===== config.mk =====
export PLATFORM = sky130hd
export DESIGN_NAME = line_pixel_stepper_unit
export DESIGN_NICKNAME = d
export VERILOG_FILES = /design/src/hdl/lsp_pkg.sv /design/src/hdl/lsp_line_setup.sv /design/src/hdl/lsp_pixel_step.sv /design/src/hdl/line_pixel_stepper_unit.sv
export SDC_FILE = /design/constraint.sdc
export NUM_CORES = 1
export LEC_CHECK = 0
export BUFFER_PORTS_ARGS = -buffer_cell sky130_fd_sc_hd__buf_2
export CAP_MARGIN = 0
export CORE_ASPECT_RATIO = 1.5
export CORE_MARGIN = 2
export CORE_UTILIZATION = 35
export DETAILED_ROUTE_END_ITERATION = 7
export PLACE_DENSITY = 0.49
export SETUP_SLACK_MARGIN = 0.15
export SLEW_MARGIN = 20
export SYNTH_ARGS = -nofsm -noshare
export SYNTH_HDL_FRONTEND = slang
export SYNTH_SLANG_ARGS = --single-unit

===== constraint.sdc =====
create_clock -name clk -period 30.4 [get_ports clk]
set_input_delay 3.04 -clock clk [delete_from_list [all_inputs] [get_ports clk]]
set_output_delay 3.04 -clock clk [all_outputs]
set_load 0.01 [all_outputs]

===== src/hdl/lsp_pkg.sv =====
// Shared definitions for the line pixel stepper: opcode values, default widths
// and the flag struct passed between the setup logic and the top level.
// No dependencies.
`default_nettype none

package lsp_pkg;

    // Default coordinate width in bits.
    localparam int COORD_WIDTH_DEF = 16;

    // Opcode values carried in the input tuser bit.
    localparam logic OP_START = 1'b0;
    localparam logic OP_STEP  = 1'b1;

    // Line mode flags produced on a start transfer.
    typedef struct packed {
        logic steep;      // y is the major axis
        logic minor_dir;  // minor coordinate decrements
        logic active;     // more pixels follow
    } lsp_flags_t;

endpackage

`default_nettype wire


===== src/hdl/lsp_line_setup.sv =====
// Start-of-line setup: picks the major axis, orders the endpoints along it and
// derives the spans and the minor direction. Depends on lsp_pkg.
`default_nettype none

module lsp_line_setup #(
    parameter int COORD_WIDTH = lsp_pkg::COORD_WIDTH_DEF
) (
    input  wire logic signed [COORD_WIDTH-1:0] start_x,
    input  wire logic signed [COORD_WIDTH-1:0] start_y,
    input  wire logic signed [COORD_WIDTH-1:0] end_x,
    input  wire logic signed [COORD_WIDTH-1:0] end_y,
    output logic signed [COORD_WIDTH-1:0]      major_pos,
    output logic signed [COORD_WIDTH-1:0]      minor_pos,
    output logic signed [COORD_WIDTH-1:0]      major_end,
    output logic        [COORD_WIDTH:0]        major_span,
    output logic        [COORD_WIDTH:0]        minor_span,
    output lsp_pkg::lsp_flags_t                flags,
    output logic                               single_point
);

    logic signed [COORD_WIDTH:0]   dx;
    logic signed [COORD_WIDTH:0]   dy;
    logic        [COORD_WIDTH:0]   abs_dx;
    logic        [COORD_WIDTH:0]   abs_dy;
    logic                          steep;
    logic signed [COORD_WIDTH-1:0] a0;
    logic signed [COORD_WIDTH-1:0] b0;
    logic signed [COORD_WIDTH-1:0] a1;
    logic signed [COORD_WIDTH-1:0] b1;
    logic signed [COORD_WIDTH-1:0] lo_a;
    logic signed [COORD_WIDTH-1:0] lo_b;
    logic signed [COORD_WIDTH-1:0] hi_a;
    logic signed [COORD_WIDTH-1:0] hi_b;
    logic signed [COORD_WIDTH:0]   db;
    logic        [COORD_WIDTH:0]   span_a;

    // Spans on both axes, sign-extended by one bit so the differences are exact.
    always_comb
    begin
        dx     = {end_x[COORD_WIDTH-1], end_x} - {start_x[COORD_WIDTH-1], start_x};
        dy     = {end_y[COORD_WIDTH-1], end_y} - {start_y[COORD_WIDTH-1], start_y};
        abs_dx = dx[COORD_WIDTH] ? $unsigned(-dx) : $unsigned(dx);
        abs_dy = dy[COORD_WIDTH] ? $unsigned(-dy) : $unsigned(dy);
        steep  = abs_dy > abs_dx;
    end

    // Map the endpoints onto major and minor axes, then order by major coordinate.
    always_comb
    begin
        if (steep)
        begin
            a0 = start_y;
            b0 = start_x;
            a1 = end_y;
            b1 = end_x;
        end
        else
        begin
            a0 = start_x;
            b0 = start_y;
            a1 = end_x;
            b1 = end_y;
        end
        if (a1 < a0)
        begin
            lo_a = a1;
            lo_b = b1;
            hi_a = a0;
            hi_b = b0;
        end
        else
        begin
            lo_a = a0;
            lo_b = b0;
            hi_a = a1;
            hi_b = b1;
        end
    end

    // Spans and direction of the ordered line.
    always_comb
    begin
        span_a = $unsigned({hi_a[COORD_WIDTH-1], hi_a} - {lo_a[COORD_WIDTH-1], lo_a});
        db     = {hi_b[COORD_WIDTH-1], hi_b} - {lo_b[COORD_WIDTH-1], lo_b};
    end

    assign major_pos       = lo_a;
    assign minor_pos       = lo_b;
    assign major_end       = hi_a;
    assign major_span      = span_a;
    assign minor_span      = db[COORD_WIDTH] ? $unsigned(-db) : $unsigned(db);
    assign single_point    = (span_a == '0);
    assign flags.steep     = steep;
    assign flags.minor_dir = db[COORD_WIDTH];
    assign flags.active    = (span_a != '0);

endmodule

`default_nettype wire


===== src/hdl/lsp_pixel_step.sv =====
// One step of the integer error rule: advance the major coordinate, accumulate
// twice the minor span and move the minor coordinate at the half-pixel point.
// Depends on lsp_pkg.
`default_nettype none

module lsp_pixel_step #(
    parameter int COORD_WIDTH = lsp_pkg::COORD_WIDTH_DEF
) (
    input  wire logic signed [COORD_WIDTH-1:0] major_pos,
    input  wire logic signed [COORD_WIDTH-1:0] minor_pos,
    input  wire logic signed [COORD_WIDTH-1:0] major_end,
    input  wire logic        [COORD_WIDTH:0]   major_span,
    input  wire logic        [COORD_WIDTH:0]   minor_span,
    input  wire logic signed [COORD_WIDTH+2:0] error_acc,
    input  wire logic                          minor_dir,
    output logic signed [COORD_WIDTH-1:0]      major_pos_next,
    output logic signed [COORD_WIDTH-1:0]      minor_pos_next,
    output logic signed [COORD_WIDTH+2:0]      error_acc_next,
    output logic                               last
);

    logic signed [COORD_WIDTH+2:0] err_sum;
    logic signed [COORD_WIDTH+2:0] threshold;
    logic signed [COORD_WIDTH+2:0] two_major;
    logic                          move_minor;

    // Error accumulation and the minor-axis decision.
    always_comb
    begin
        err_sum    = error_acc + $signed({1'b0, minor_span, 1'b0});
        threshold  = $signed({2'b00, major_span});
        two_major  = $signed({1'b0, major_span, 1'b0});
        move_minor = (err_sum >= threshold);
    end

    // Coordinate updates; the major coordinate never passes the end while active.
    always_comb
    begin
        major_pos_next = major_pos + COORD_WIDTH'(1);
        if (move_minor)
        begin
            minor_pos_next = minor_dir ? (minor_pos - COORD_WIDTH'(1))
                                       : (minor_pos + COORD_WIDTH'(1));
            error_acc_next = err_sum - two_major;
        end
        else
        begin
            minor_pos_next = minor_pos;
            error_acc_next = err_sum;
        end
        last = (major_pos_next >= major_end);
    end

endmodule

`default_nettype wire


===== src/hdl/line_pixel_stepper_unit.sv =====
// Line pixel stepper top level: input register, line state, setup and step
// logic, and the output register. Depends on lsp_pkg, lsp_line_setup, lsp_pixel_step.
//
// Usage:
//   Input stream (s_tvalid/s_tready/s_tdata/s_tuser): s_tuser is the opcode.
//   A start transfer (opcode 0) carries both endpoints and yields the first
//   pixel; a step transfer (opcode 1) yields the next pixel of the line, or
//   nothing when no line is active. A start during a line abandons it.
//   Output stream (m_tvalid/m_tready/m_tdata/m_tlast): one pixel per transfer,
//   m_tlast marks the line's final endpoint.
//   Path: each pixel is built from the item in the input register and is
//   loaded into the output register, where it raises m_tvalid; a stall can
//   hold an item in either register.
//   Throughput: one input item per cycle while no held pixel stalls the output;
//   the line state is updated in one pass of setup or step logic from the input
//   register into the state and output registers.
//   Stall: while m_tready is low and a pixel is held, the input register stops
//   and s_tready drops once it is occupied; nothing is lost or repeated.
//   Reset: rst_n clears the line state to idle and empties both registers.
`default_nettype none

module line_pixel_stepper_unit #(
    parameter int COORD_WIDTH = lsp_pkg::COORD_WIDTH_DEF,
    localparam int IN_DATA_W  = ((4 * COORD_WIDTH + 7) / 8) * 8,
    localparam int OUT_DATA_W = ((2 * COORD_WIDTH + 7) / 8) * 8
) (
    input  wire logic                  clk,
    input  wire logic                  rst_n,
    input  wire logic                  s_tvalid,
    output logic                       s_tready,
    // From the lowest bit: start_x, start_y, end_x, end_y, zero fill.
    input  wire logic [IN_DATA_W-1:0]  s_tdata,
    // Bit 0: opcode.
    input  wire logic                  s_tuser,
    output logic                       m_tvalid,
    input  wire logic                  m_tready,
    // From the lowest bit: pixel_x, pixel_y, zero fill.
    output logic [OUT_DATA_W-1:0]      m_tdata,
    output logic                       m_tlast
);

    localparam int W = COORD_WIDTH;

    // Input register.
    logic                in_valid_reg;
    logic                in_valid_next;
    logic                in_op_reg;
    logic signed [W-1:0] in_sx_reg;
    logic signed [W-1:0] in_sy_reg;
    logic signed [W-1:0] in_ex_reg;
    logic signed [W-1:0] in_ey_reg;

    // Line state.
    logic signed [W-1:0] major_pos_reg;
    logic signed [W-1:0] major_pos_next;
    logic signed [W-1:0] minor_pos_reg;
    logic signed [W-1:0] minor_pos_next;
    logic signed [W-1:0] major_end_reg;
    logic signed [W-1:0] major_end_next;
    logic        [W:0]   major_span_reg;
    logic        [W:0]   major_span_next;
    logic        [W:0]   minor_span_reg;
    logic        [W:0]   minor_span_next;
    logic signed [W+2:0] error_acc_reg;
    logic signed [W+2:0] error_acc_next;
    logic                minor_dir_reg;
    logic                minor_dir_next;
    logic                steep_mode_reg;
    logic                steep_mode_next;
    logic                line_active_reg;
    logic                line_active_next;

    // Output register.
    logic                out_valid_reg;
    logic                out_valid_next;
    logic signed [W-1:0] out_x_reg;
    logic signed [W-1:0] out_y_reg;
    logic                out_last_reg;

    // Setup and step results.
    logic signed [W-1:0] su_major_pos;
    logic signed [W-1:0] su_minor_pos;
    logic signed [W-1:0] su_major_end;
    logic        [W:0]   su_major_span;
    logic        [W:0]   su_minor_span;
    lsp_pkg::lsp_flags_t su_flags;
    logic                su_single;
    logic signed [W-1:0] st_major_pos;
    logic signed [W-1:0] st_minor_pos;
    logic signed [W+2:0] st_error_acc;
    logic                st_last;

    logic                advance;
    logic                is_start;
    logic                out_load;
    logic                pix_last;
    logic signed [W-1:0] pix_major;
    logic signed [W-1:0] pix_minor;
    logic                pix_steep;

    // Handshake: the input register moves on whenever the output slot is free.
    assign advance  = in_valid_reg && (!out_valid_reg || m_tready);
    assign s_tready = !in_valid_reg || advance;
    assign is_start = (in_op_reg == lsp_pkg::OP_START);
    assign out_load = advance && (is_start || line_active_reg);

    lsp_line_setup #(
        .COORD_WIDTH(W)
    ) u_setup (
        .start_x      (in_sx_reg),
        .start_y      (in_sy_reg),
        .end_x        (in_ex_reg),
        .end_y        (in_ey_reg),
        .major_pos    (su_major_pos),
        .minor_pos    (su_minor_pos),
        .major_end    (su_major_end),
        .major_span   (su_major_span),
        .minor_span   (su_minor_span),
        .flags        (su_flags),
        .single_point (su_single)
    );

    lsp_pixel_step #(
        .COORD_WIDTH(W)
    ) u_step (
        .major_pos      (major_pos_reg),
        .minor_pos      (minor_pos_reg),
        .major_end      (major_end_reg),
        .major_span     (major_span_reg),
        .minor_span     (minor_span_reg),
        .error_acc      (error_acc_reg),
        .minor_dir      (minor_dir_reg),
        .major_pos_next (st_major_pos),
        .minor_pos_next (st_minor_pos),
        .error_acc_next (st_error_acc),
        .last           (st_last)
    );

    // Next line state and the pixel to emit.
    always_comb
    begin
        major_pos_next   = major_pos_reg;
        minor_pos_next   = minor_pos_reg;
        major_end_next   = major_end_reg;
        major_span_next  = major_span_reg;
        minor_span_next  = minor_span_reg;
        error_acc_next   = error_acc_reg;
        minor_dir_next   = minor_dir_reg;
        steep_mode_next  = steep_mode_reg;
        line_active_next = line_active_reg;
        if (is_start)
        begin
            pix_major = su_major_pos;
            pix_minor = su_minor_pos;
            pix_steep = su_flags.steep;
            pix_last  = su_single;
        end
        else
        begin
            pix_major = st_major_pos;
            pix_minor = st_minor_pos;
            pix_steep = steep_mode_reg;
            pix_last  = st_last;
        end
        if (advance && is_start)
        begin
            major_pos_next   = su_major_pos;
            minor_pos_next   = su_minor_pos;
            major_end_next   = su_major_end;
            major_span_next  = su_major_span;
            minor_span_next  = su_minor_span;
            error_acc_next   = '0;
            minor_dir_next   = su_flags.minor_dir;
            steep_mode_next  = su_flags.steep;
            line_active_next = su_flags.active;
        end
        else if (advance && line_active_reg)
        begin
            major_pos_next   = st_major_pos;
            minor_pos_next   = st_minor_pos;
            error_acc_next   = st_error_acc;
            line_active_next = !st_last;
        end
    end

    // Valid flags of the two registers.
    always_comb
    begin
        if (s_tvalid && s_tready)
        begin
            in_valid_next = 1'b1;
        end
        else if (advance)
        begin
            in_valid_next = 1'b0;
        end
        else
        begin
            in_valid_next = in_valid_reg;
        end
        if (out_load)
        begin
            out_valid_next = 1'b1;
        end
        else if (m_tready)
        begin
            out_valid_next = 1'b0;
        end
        else
        begin
            out_valid_next = out_valid_reg;
        end
    end

    // Control and line state registers.
    always_ff @(posedge clk or negedge rst_n)
    begin
        if (!rst_n)
        begin
            in_valid_reg    <= 1'b0;
            out_valid_reg   <= 1'b0;
            major_pos_reg   <= '0;
            minor_pos_reg   <= '0;
            major_end_reg   <= '0;
            major_span_reg  <= '0;
            minor_span_reg  <= '0;
            error_acc_reg   <= '0;
            minor_dir_reg   <= 1'b0;
            steep_mode_reg  <= 1'b0;
            line_active_reg <= 1'b0;
        end
        else
        begin
            in_valid_reg    <= in_valid_next;
            out_valid_reg   <= out_valid_next;
            major_pos_reg   <= major_pos_next;
            minor_pos_reg   <= minor_pos_next;
            major_end_reg   <= major_end_next;
            major_span_reg  <= major_span_next;
            minor_span_reg  <= minor_span_next;
            error_acc_reg   <= error_acc_next;
            minor_dir_reg   <= minor_dir_next;
            steep_mode_reg  <= steep_mode_next;
            line_active_reg <= line_active_next;
        end
    end

    // Payload registers, loaded on their transfers.
    always_ff @(posedge clk)
    begin
        if (s_tvalid && s_tready)
        begin
            in_op_reg <= s_tuser;
            in_sx_reg <= s_tdata[W-1:0];
            in_sy_reg <= s_tdata[2*W-1:W];
            in_ex_reg <= s_tdata[3*W-1:2*W];
            in_ey_reg <= s_tdata[4*W-1:3*W];
        end
        if (out_load)
        begin
            out_x_reg    <= pix_steep ? pix_minor : pix_major;
            out_y_reg    <= pix_steep ? pix_major : pix_minor;
            out_last_reg <= pix_last;
        end
    end

    // Output ports.
    assign m_tvalid = out_valid_reg;
    assign m_tlast  = out_last_reg;
    assign m_tdata  = OUT_DATA_W'({out_y_reg, out_x_reg});

    // While a line runs, the major coordinate is short of the end.
    assert property (@(posedge clk) disable iff (!rst_n)
        line_active_reg |-> (major_pos_reg < major_end_reg))
        else $error("active line has reached its major end");

    // While a line runs, the error stays within one major span of zero.
    assert property (@(posedge clk) disable iff (!rst_n)
        line_active_reg |-> ((error_acc_reg >= -$signed({2'b00, major_span_reg}))
                          && (error_acc_reg < $signed({2'b00, major_span_reg}))))
        else $error("error accumulator out of range");

    // The minor span never exceeds the major span of an active line.
    assert property (@(posedge clk) disable iff (!rst_n)
        line_active_reg |-> (minor_span_reg <= major_span_reg))
        else $error("minor span exceeds major span");

    // Emitting the final pixel leaves the block idle.
    assert property (@(posedge clk) disable iff (!rst_n)
        (out_load && pix_last) |=> !line_active_reg)
        else $error("line still active after its last pixel");

endmodule

`default_nettype wire

==> flow_summary.json, run 1 <==
{
  "clock_latency_ps": 550,
  "nNetsFinal": 2550,
  "grt_pass1_wl_um": 98550,
  "drive_gt1_frac": 0.09110,
  "finalSetupViolCount": 0,
  "seq_area_frac_synth": 0.3030,
  "ys_top_cells_by_area": "edfxtp_1 16%, dfrtp_1 14%, ha_1 11%",
  "worst_pin_slew_ps": 1327,
  "avgViaCountPerCell": 5.670,
  "post-route-period-util": 0.4772,
  "syn_inst": 2249,
  "ys_ff_latch": 203,
  "rows": 102,
  "yosys_warnings": 0,
  "cts-root-buf": "clkbuf_16",
  "firstDrtPassIters": 5,
  "relSlewSlack": 0.1062,
  "io-pin-count": 104,
  "cp_max_fo": 103,
  "rsz0062_at_grt": "no",
  "maxCapViolCount": 0,
  "worstSetupPathType": "flop to flop",
  "cts_resized": 0,
  "totalWireLength_um": 65710,
  "cts_tree": "built",
  "cpPeakStageDelay_ps": 760,
  "post-cts-setup-buffers": 0,
  "crit_path_start_kind": "flop",
  "arrival_ps": 14990,
  "grt_start_max_net_pins": 104,
  "yosys.area.top_type_share": 0.1601,
  "grt_usage": 0.2376,
  "largest_reg_flops": 18,
  "gp_congestion": 0.9232,
  "synth-edff-count": 98,
  "cp_common_cell": "o21ai_0",
  "status": "finished, final reports clean",
  "tns_ps": 0,
  "layout_commonest_cell": "nand2_1",
  "avgSynthCellArea_um2": 8.175,
  "finalHoldViolations": 0,
  "chipWidth_um": 191.1,
  "synth_fp_nets": 2489,
  "ant_nets": 0,
  "cp-end-kind": "flop",
  "syn2layout_area_growth_pct": 11.24,
  "fmax_mhz": 68.93,
  "coreArea_um2": 51810,
  "cts_made_buffers": 25,
  "die_height_um": 284.7,
  "final_cell_mix": "347 x nand2_1, 192 x o21ai_0, 177 x nor2_1",
  "ys.flop_type": "dfrtp_1",
  "portBuffers": 103,
  "drt_iter0_markers": 1103,
  "netlist_area_um2": 18390,
  "overflow": 0,
  "cts_sinks": 203,
  "synth-async-reset-ratio": 0.5172,
  "crit_slowest_cell": "o21ai_0",
  "dpl.hpwl_um": 52040,
  "cts_buffer_depth": 3,
  "antenna_cells": 0,
  "required_ps": 30880,
  "h-tree-depth": 1,
  "postCtsHoldBufs": 0,
  "vias": 17030,
  "ys_types": 93,
  "hold_path_class": "flop to flop",
  "start_util": 0.3548,
  "fin_crit_ps": 14510,
  "fin_skew_ps": 15.09,
  "wire_per_inst_um": 21.88,
  "fin_util": 0.3947,
  "slew_violations": 0,
  "drcViolationCount": 0,
  "synth_area_leader_cell": "edfxtp_1",
  "die_area_um2": 54420,
  "antenna_found_initial": 0,
  "grt_pass1_vias": 16370,
  "path_clk_slew_ps": 60
}
-- final cells by class --
cell class / count / area [µm²]
flip-flops and latches: 203 / 5570
clock buffers: 26 / 629.4
well taps: 676 / 845.8
repair buffers: 130 / 720.7
fillers: 5485 / 31360
multi-input cells: 1802 / 11940
clock inverters: 18 / 191.4
inverters: 148 / 555.5
-- layer usage --
layer,GRT usage,part of all wire,vias up
li1,-,-,8289
met1,0.2682,0.39,8152
met2,0.4486,0.53,459
met3,0.02136,0.037,126
met4,0.1010,0.047,0
met5,0,0,-
-- logic make-up after synthesis --
logic type                 count (synthesis)  share of synthesized area
AOI/OAI and AO/OA                        634                     0.2289
xor gates and xnor gates                 120                    0.05717
adders and majority gates                171                     0.1188
buffers and inverters                    244                    0.05104
DFF                                      203                     0.3030
muxes                                     74                    0.04138
and+or+nand+nor                          803                     0.1997
-- synth_stat cells, types with 6 or more instances --
cell type  count
a211oi_1      34
dfrtp_1      105
o2111ai_1     10
o22a_1         8
inv_1        147
nor2_1       181
a21boi_0      21
o21ai_0      192
o21a_1        18
nand4_1       16
a21oi_1      113
nand2b_1      33
edfxtp_1      98
o211ai_1      40
o31ai_1        8
buf_2          8
a31oi_1       23
ha_1         165
nand2_1      348
mux2i_1       67
clkbuf_1      78
xor2_1        45
nor2b_1       28
nor4_1        14
a22oi_1       10
a311oi_1       7
o21bai_1       8
buf_1          7
or3_1         22
a21o_1        26
xnor2_1       75
and2_1         8
nand3_1       57
a32o_1         9
nand3b_1       6
mux2_2         6
and3_1        18
o221ai_1      17
o22ai_1        7
fa_1           6
or4_1          8
nor3_1        40
-- worst max-delay path, delay by kind of cell, from the launching register on --
family / cells / cell delay [ps]
AO/OA/AOI/OAI: 32 / 9010
XOR/XNOR: 1 / 190
adder cells (fa/ha/maj): 5 / 1630
buffers and inverters: 4 / 1780
flip-flops: 1 / 380
AND/OR/NAND/NOR: 7 / 1340
-- worst paths after layout --
| check | start | to | slack [ps] | cells past startpoint |
|---|---|---|---|---|
| min | major_span_reg[15]$_DFFE_PN0P_ | major_span_reg[15]$_DFFE_PN0P_ | 480 | 2 |
| min reg2reg | major_span_reg[15]$_DFFE_PN0P_ | major_span_reg[15]$_DFFE_PN0P_ | 480 | 2 |
| max reg2reg | in_ey_reg[0]$_DFFE_PP_ | minor_span_reg[16]$_DFFE_PN0P_ | 15890 | 49 |
| min in group asynchronous | rst_n | error_acc_reg[10]$_DFFE_PN0P_ | 2510 | 1 |
| max | in_ey_reg[0]$_DFFE_PP_ | minor_span_reg[16]$_DFFE_PN0P_ | 15890 | 49 |
| max in group asynchronous | rst_n | major_pos_reg[3]$_DFFE_PN0P_ | 26520 | 2 |
-- per-stage QoR --
| step | cell area [µm²] | std cells | hold slack (ps) | setup WS [ps] |
|---|---|---|---|---|
| 6_report | 20450 | 3003 | 475.9 | 15890 |
| 4_1_cts | 20450 | 3003 | 481.7 | 16110 |
| 2_1_floorplan | 18390 | 2249 | 448.5 | 17920 |
| 3_5_place_dp | 19630 | 2959 | 467.8 | 16160 |
| 5_1_grt | 20450 | 3003 | 493.8 | 14560 |
| 3_3_place_gp | 19620 | 2959 | 462.1 | 16430 |
Power of run 1 is not shown: default switching activity piles up to over one toggle a cycle in this logic, so the estimate is an artifact.
==> run 2, diff against run 1 <==
==> constraint.sdc (replaced) <==
create_clock -name clk -period 14.79 [get_ports clk]
set_input_delay 1.479 -clock clk [delete_from_list [all_inputs] [get_ports clk]]
set_output_delay 1.479 -clock clk [all_outputs]
set_load 0.01 [all_outputs]
==> flow_summary.json, run 2 (synthesis gave the netlist of run 1 again) <==
{
  "status": "finished, final reports clean",
  "grt_pass1_vias": 16720,
  "hold_ws_ps": 478.3,
  "fin_crit_ps": 13370,
  "crit_path_start_kind": "flop",
  "r2r_end": "minor_span_reg[16]$_DFFE_PN0P_",
  "rrSetupSlack_ps": 1420,
  "antenna_cells": 0,
  "fmax_mhz": 74.79,
  "n_fill_cell": 5335,
  "avgViaCountPerCell": 5.654,
  "layout.area.seq_um2": 5570,
  "firstDrtPassIters": 6,
  "cts_buffer_depth": 3,
  "start_util": 0.3548,
  "cp_common_cell": "o21ai_0",
  "postCtsHoldBufs": 0,
  "drt_iter0_markers": 1137,
  "crit_slowest_cell": "a22oi_1",
  "h-tree-depth": 1,
  "fin_skew_ps": 13.76,
  "portBuffers": 103,
  "min_to": "major_span_reg[3]$_DFFE_PN0P_",
  "path_delay_family": "compound AO/OA/AOI/OAI gates",
  "hold_path_depth": 2,
  "slew_violations": 0,
  "worst_pin_slew_ps": 1128,
  "tns_ps": 0,
  "grt_pass1_wl_um": 101900,
  "cp_max_fo": 39,
  "die_area_um2": 54420,
  "required_ps": 15280,
  "crit_buf_inv": 5,
  "arrival_ps": 13860,
  "hold_path_class": "flop to flop",
  "grt_start_max_net_pins": 83,
  "drcViolationCount": 0,
  "ant_nets": 0,
  "syn2layout_area_growth_pct": 11.82,
  "gp_congestion": 0.9708,
  "rows": 102,
  "dpl.hpwl_um": 53260,
  "finalSetupViolCount": 0,
  "hold_start": "major_span_reg[3]$_DFFE_PN0P_",
  "multiInputGateArea_um2": 11970,
  "cts-root-buf": "clkbuf_16",
  "cts_sinks": 203,
  "cts_made_buffers": 24,
  "layout_commonest_cell": "nand2_1",
  "rsz0062_at_grt": "no",
  "chipWidth_um": 191.1,
  "cts_tree": "built",
  "wire_per_inst_um": 22.22,
  "die_height_um": 284.7,
  "totalWireLength_um": 67010,
  "post-route-period-util": 0.9040,
  "largest_reg_flops": 18,
  "drive_gt1_frac": 0.09530,
  "maxCapViolCount": 0,
  "cp-end-kind": "flop",
  "clock_latency_ps": 550,
  "finalHoldViolations": 0,
  "final_cell_mix": "347 x nand2_1, 192 x o21ai_0, 178 x nor2_1",
  "cpPeakStageDelay_ps": 690,
  "path_clk_slew_ps": 70,
  "io-pin-count": 104,
  "relSlewSlack": 0.2401,
  "worstSetupPathType": "flop to flop",
  "fin_util": 0.3968,
  "grt_usage": 0.2456,
  "vias": 17050,
  "nNetsFinal": 2562,
  "coreArea_um2": 51810,
  "antenna_found_initial": 0,
  "overflow": 0,
  "reg2reg_depth": 52,
  "regToRegStartpoint": "in_ex_reg[0]$_DFFE_PP_"
}
[run 2: tightest hold or removal path, stage by stage (launching register included)]
cell	delay, ps
dfrtp_1	340
nand2_1	50
o21ai_0	60
[run 2: metal layers]
metal / global-route usage / wire length, µm
met1: 0.2753 / 25780
met3: 0.02618 / 2529
met2: 0.4429 / 33940
met4: 0.1473 / 4765
met5: 0 / 0
[run 2: final cells by class]
| type | count | area share |
|---|---|---|
| clock buffers | 29 | 0.03116 |
| clock inverters | 15 | 0.008216 |
| inverters | 148 | 0.02702 |
| multi-input cells | 1803 | 0.5821 |
| flip-flops and latches | 203 | 0.2710 |
| well taps | 676 | 0.04114 |
| repair buffers | 142 | 0.03944 |
[run 2: timing repair]
action                     CTS  global route
setup endpoints to repair    0            17
setup buffers                0             4
resized for setup            0             3
[run 2: worst max-delay path by stage]
stage,start,slack (ps),cells after the start,end
2_1_floorplan,in_sx_reg[0]$_DFFE_PP_,2310,57,minor_span_reg[2]$_DFFE_PN0P_
3_3_place_gp,in_ex_reg[0]$_DFFE_PP_,1340,48,minor_span_reg[14]$_DFFE_PN0P_
3_5_place_dp,in_ex_reg[0]$_DFFE_PP_,1360,50,minor_span_reg[15]$_DFFE_PN0P_
4_1_cts,in_ex_reg[0]$_DFFE_PP_,1280,50,minor_span_reg[16]$_DFFE_PN0P_
5_1_grt,in_sx_reg[1]$_DFFE_PP_,180,51,minor_span_reg[14]$_DFFE_PN0P_
6_report,in_ex_reg[0]$_DFFE_PP_,1420,52,minor_span_reg[16]$_DFFE_PN0P_
[run 2: stage by stage]
step | cells | setup slack, ps | area [µm²]
3_5_place_dp | 2967 | 1359 | 19690
4_1_cts | 3011 | 1278 | 20500
3_3_place_gp | 2967 | 1337 | 19680
6_report | 3016 | 1420 | 20560
5_1_grt | 3016 | 180.0 | 20560
2_1_floorplan | 2249 | 2308 | 18390
Power of run 2 is left out for the same reason.
